<file path="src/chd_ram.sv">
// ----------------------------------------------------------------------------
// chd_ram
// Simple dual-port RAM: one write port, one read port with registered data.
// ----------------------------------------------------------------------------
`default_nettype none

module chd_ram #(
  parameter int DEPTH = 512,
  parameter int AW    = $clog2(DEPTH),
  parameter int DW    = 8
) (
  input  wire logic          clk_i,
  input  wire logic          we_i,
  input  wire logic [AW-1:0] waddr_i,
  input  wire logic [DW-1:0] wdata_i,
  input  wire logic [AW-1:0] raddr_i,
  output logic      [DW-1:0] rdata_o
);

  logic [DW-1:0] mem [DEPTH];

  always_ff @(posedge clk_i) begin
    if (we_i) begin
      mem[waddr_i] <= wdata_i;
    end
    rdata_o <= mem[raddr_i];
  end

endmodule

`default_nettype wire

</file>
<file path="config.mk">
export PLATFORM = sky130hd
export DESIGN_NAME = chd_ram
export DESIGN_NICKNAME = d
export VERILOG_FILES = /design/src/chd_ram.sv
export SDC_FILE = /design/constraint.sdc
export NUM_CORES = 2
export LEC_CHECK = 0
export BUFFER_PORTS_ARGS = -buffer_cell sky130_fd_sc_hd__buf_2
export CORE_MARGIN = 5
export CORE_UTILIZATION = 62
export DETAILED_ROUTE_END_ITERATION = 7
export PLACE_DENSITY = 0.8
export SYNTH_ARGS = -nofsm -noshare
export SYNTH_HDL_FRONTEND = slang
export SYNTH_SLANG_ARGS = --single-unit
</file>
<file path="constraint.sdc">
create_clock -name clk_i -period 3.5 [get_ports clk_i]
set_input_delay 0.7 -clock clk_i [delete_from_list [all_inputs] [get_ports clk_i]]
set_output_delay 0.7 -clock clk_i [all_outputs]
set_load 0.01 [all_outputs]
</file>
# Word level (Yosys, flattened, before mapping)
# Memory sizes are Yosys's and may differ from the RTL's. A register that Yosys moved wholly into a read port is not among the register bits.
# Cells that the tools add are included.
# op_classes
mux	2
# op_table
operator	count
$mux W1	2
# totals
regBits	0
ram_bits	4096
in_bits	28
out_inout_bits	8
elab_cells	3
mem_count	1
# memory_table
memory	words	word_bits	read_ports	rd_clocked_by_memory_dff	write_ports	line_no	rtl
mem	512	8	1	1	1	20	logic [DW-1:0] mem [DEPTH];

# Longest topological paths before layout
# logic_depth
depth_word	2
ltp_mapped	12
ltp_nobuf	7

# Worst setup path after synthesis
# No wires, ideal clock.
# synth_timing
kind	input-to-reg
from	input port raddr_i[0]
to	register rdata_o[0] (read register of mem)
setup_time_ns	0.118
arrival_ns	2.554
required_time_ns	3.382
path_slack_ns	0.828
stages	10
n_path_buf	4
path_cell_list	buf_4 > buf_12 > buf_12 > buf_2 > mux4_2 > o21ai_0 > nand3_1 > nand4_1 > o21ai_0 > o2111a_1
# synth_lines
element	line_no	rtl
start: declaration	16	input wire logic [AW-1:0] raddr_i,
end: declaration	17	output logic [DW-1:0] rdata_o

==> summary.md <==
| Metric | Value |
|---|---|
| Cell with the most instances after synthesis | edfxtp_1 |
| Period utilisation layout | 0.988 |
| Synth unique cells | 51 |
| Critical Path AT | 4.37 ns |
| Share of the synthesized area in the top cell type | 0.769 |
| Routed Antenna Nets | 0 |
| Longest Clk Path Bufs | 4 |
| Number of remaining DRC errors | 18 |
| Achievable frequency | 289 MHz |
| # hold bufs at CTS | 0 |
| Post-layout nets | 8730 |
| TritonCTS clock tree | done |
| Die area | 268000 um2 |
| Cell taking the most area after synthesis | edfxtp_1 |
| Fin. Hold Viols | 0 |
| VDD IR max | 0.000476 V |
| Mapped Nets | 8058 |
| IO Pins | 36 |
| GRT Total Usage | 0.320 |
| Ranking of synthesized cells by area | edfxtp_1, mux4_2, mux2i_1 |
| GPL Wtd Cong | 0.926 |
| Outcome | finished, violations left |
| Clock skew | 0.0566 ns |
| Count of state elements after synthesis | 4104 |
| Worst Path Required | 4.41 ns |
| Setup crit end kind | register |
| Vias post-DR | 88100 |
| Violated checks | DRC |
| Post-CTS sizing | 0 |
| Largest net degree at the start of global routing | 113 |
| Synth warn | 0 |
| Post-route cell area | 182000 um2 |
| Tightest Pin Transition | 1.30 ns |
| Port Buffers | 35 |
| Worst hold margin | 0.115 ns |
| RSZ-0062 raised after global routing | no |
| Mapped Area | 160000 um2 |
| Async set or reset register ratio after synthesis | 0 |
| Lkg Pwr | 58.9 nW |
| H-tree levels | 5 |
| Register area share after synthesis | 0.770 |
| Placed cell areas | 169000 um2 |
| Initial Utilization | 0.623 |
| Crit start category | input port |
| Detailed-router iteration count before antenna repair | 8 |
| # setup viols final | 0 |
| Top cells by count, synth | edfxtp_1, mux2i_1, mux4_2 |
| Initial antenna violation count | 27 |
| DP HPWL | 261000 um |
| First-pass GRT wire length | 624000 um |
| CTS buffer count | 392 |
| Worst Hold Class | in2reg |
| Die Y | 518 um |
| Setup CP Type | in2reg |
| Mapped Avg Cell Area | 19.9 um2 |
| Die width | 518 um |
| Post-Route WL | 432000 um |
| Vias in the first global route | 88300 |
| Setup Buffers After CTS | 0 |
| EDFF count, synth | 4096 |
| Placement Rows | 186 |
| Worst slew margin | 0.128 |
| GRT overflow | 0 |
| Cells after synthesis | 8030 |
| Routed len/inst | 34.8 um |
| Power per cell area | 555 nW/um2 |
| Pins Over Slew Limit | 0 |
| Clock-pin slew on the worst setup and hold paths | 0.06 ns |
| Root Driver | clkbuf_16 |
| Clock latency on the worst-skew pair | 0.99 ns |
| Min cycle time layout | 3.46 ns |
| Vias per cell | 7.11 |
| Core Region | 257000 um2 |
| DRT iter0 DRCs | 14700 |
| Ys flop type | edfxtp_1 |
| # Max-Cap Violations | 0 |
| Worst Path Max Fanout | 14 |
| Area delta synth->final | 13.5% |
| Clk sinks | 4104 |
| Share of cells above drive strength 1 | 0.223 |
[final timing paths]
| check | start | to | slack (ns) | depth (start not counted) |
|---|---|---|---|---|
| max | raddr_i[2] | rdata_o[1] | 0.04 | 10 |
| min | wdata_i[5] | mem[128][5] | 0.12 | 1 |
| max reg2reg | mem[169][6] | rdata_o[6] | 0.40 | 7 |
| min reg2reg | mem[152][7] | rdata_o[7] | 1.15 | 4 |
[logic make-up after synthesis]
group	synth area share
AOI/OAI and AO/OA	0.0431
buffers and inverters	0.0185
DFF	0.770
muxes	0.142
and+or+nand+nor	0.0263
[worst max-delay path, stage by stage]
cell and delay (ns):
buf_6 0.16, buf_4 0.19, inv_2 0.18, nor2_1 1.03, a22oi_1 0.23, a21oi_1 0.25, nor2_1 0.13, nor4_1 1.03
buf_4 0.28, o2111a_1 0.17
[sequential cells by signal (all words and copies together), names as in the netlist]
register,flops
mem,4096
rdata_o,8
[where the power goes]
part | internal (mW) | total [mW] | leakage, nW | switching (mW)
clock network | 23.3 | 41.2 | 5.99 | 17.9
logic | 1.93 | 5.46 | 16.0 | 3.54
registers | 54.1 | 54.2 | 36.9 | 0.0535
total | 79.3 | 101 | 58.9 | 21.5
[metrics by stage]
stage          total power [mW]  setup WS [ns]  setup TNS (ns)  std cells   util
6_report                    101         0.0434               0      12400  0.707
2_1_floorplan              57.8          0.828               0       8030      -
4_1_cts                     101          0.346               0      12400  0.707
3_3_place_gp               60.3         -0.741           -2.80      11700  0.659
3_5_place_dp               60.5         -0.682           -3.11      11700  0.659
5_1_grt                     103         0.0207               0      12400  0.707
[final cells by class]
cell class	count	area (um2)
Multi-Input combinational cell	3410	34000
Inverter	3	18.8
Sequential cell	4104	123000
Timing Repair Buffer	791	7890
Clock inverter	215	1930
Clock buffer	472	10300
Fill cell	14000	75200
Tap cell	3384	4230
Antenna cell	14	35.0
[cell usage in the layout (no fill, tap or decap), types with 32 or more instances in the layout]
cell / instances
buf_4: 603
o22ai_1: 163
mux4_2: 654
o221ai_1: 371
clkbuf_16: 398
o21ai_0: 118
edfxtp_1: 4096
nor2_1: 596
mux2i_1: 797
clkinv_2: 75
buf_12: 154
nand2_1: 99
nor3_1: 108
clkbuf_1: 70
nor4_1: 36
a22oi_1: 61
bufinv_16: 33
nand4_1: 32
nand3_1: 32
clkinv_1: 83
a21oi_1: 194
[metal layers]
metal / up-vias / share of wire / global-route usage
li1: 34800 / - / -
met1: 44500 / 0.33 / 0.432
met2: 7418 / 0.47 / 0.492
met3: 1428 / 0.14 / 0.0886
met4: 26 / 0.059 / 0.154
met5: - / 0.00036 / 0
Note: power is estimated with default switching activity, not from simulation.
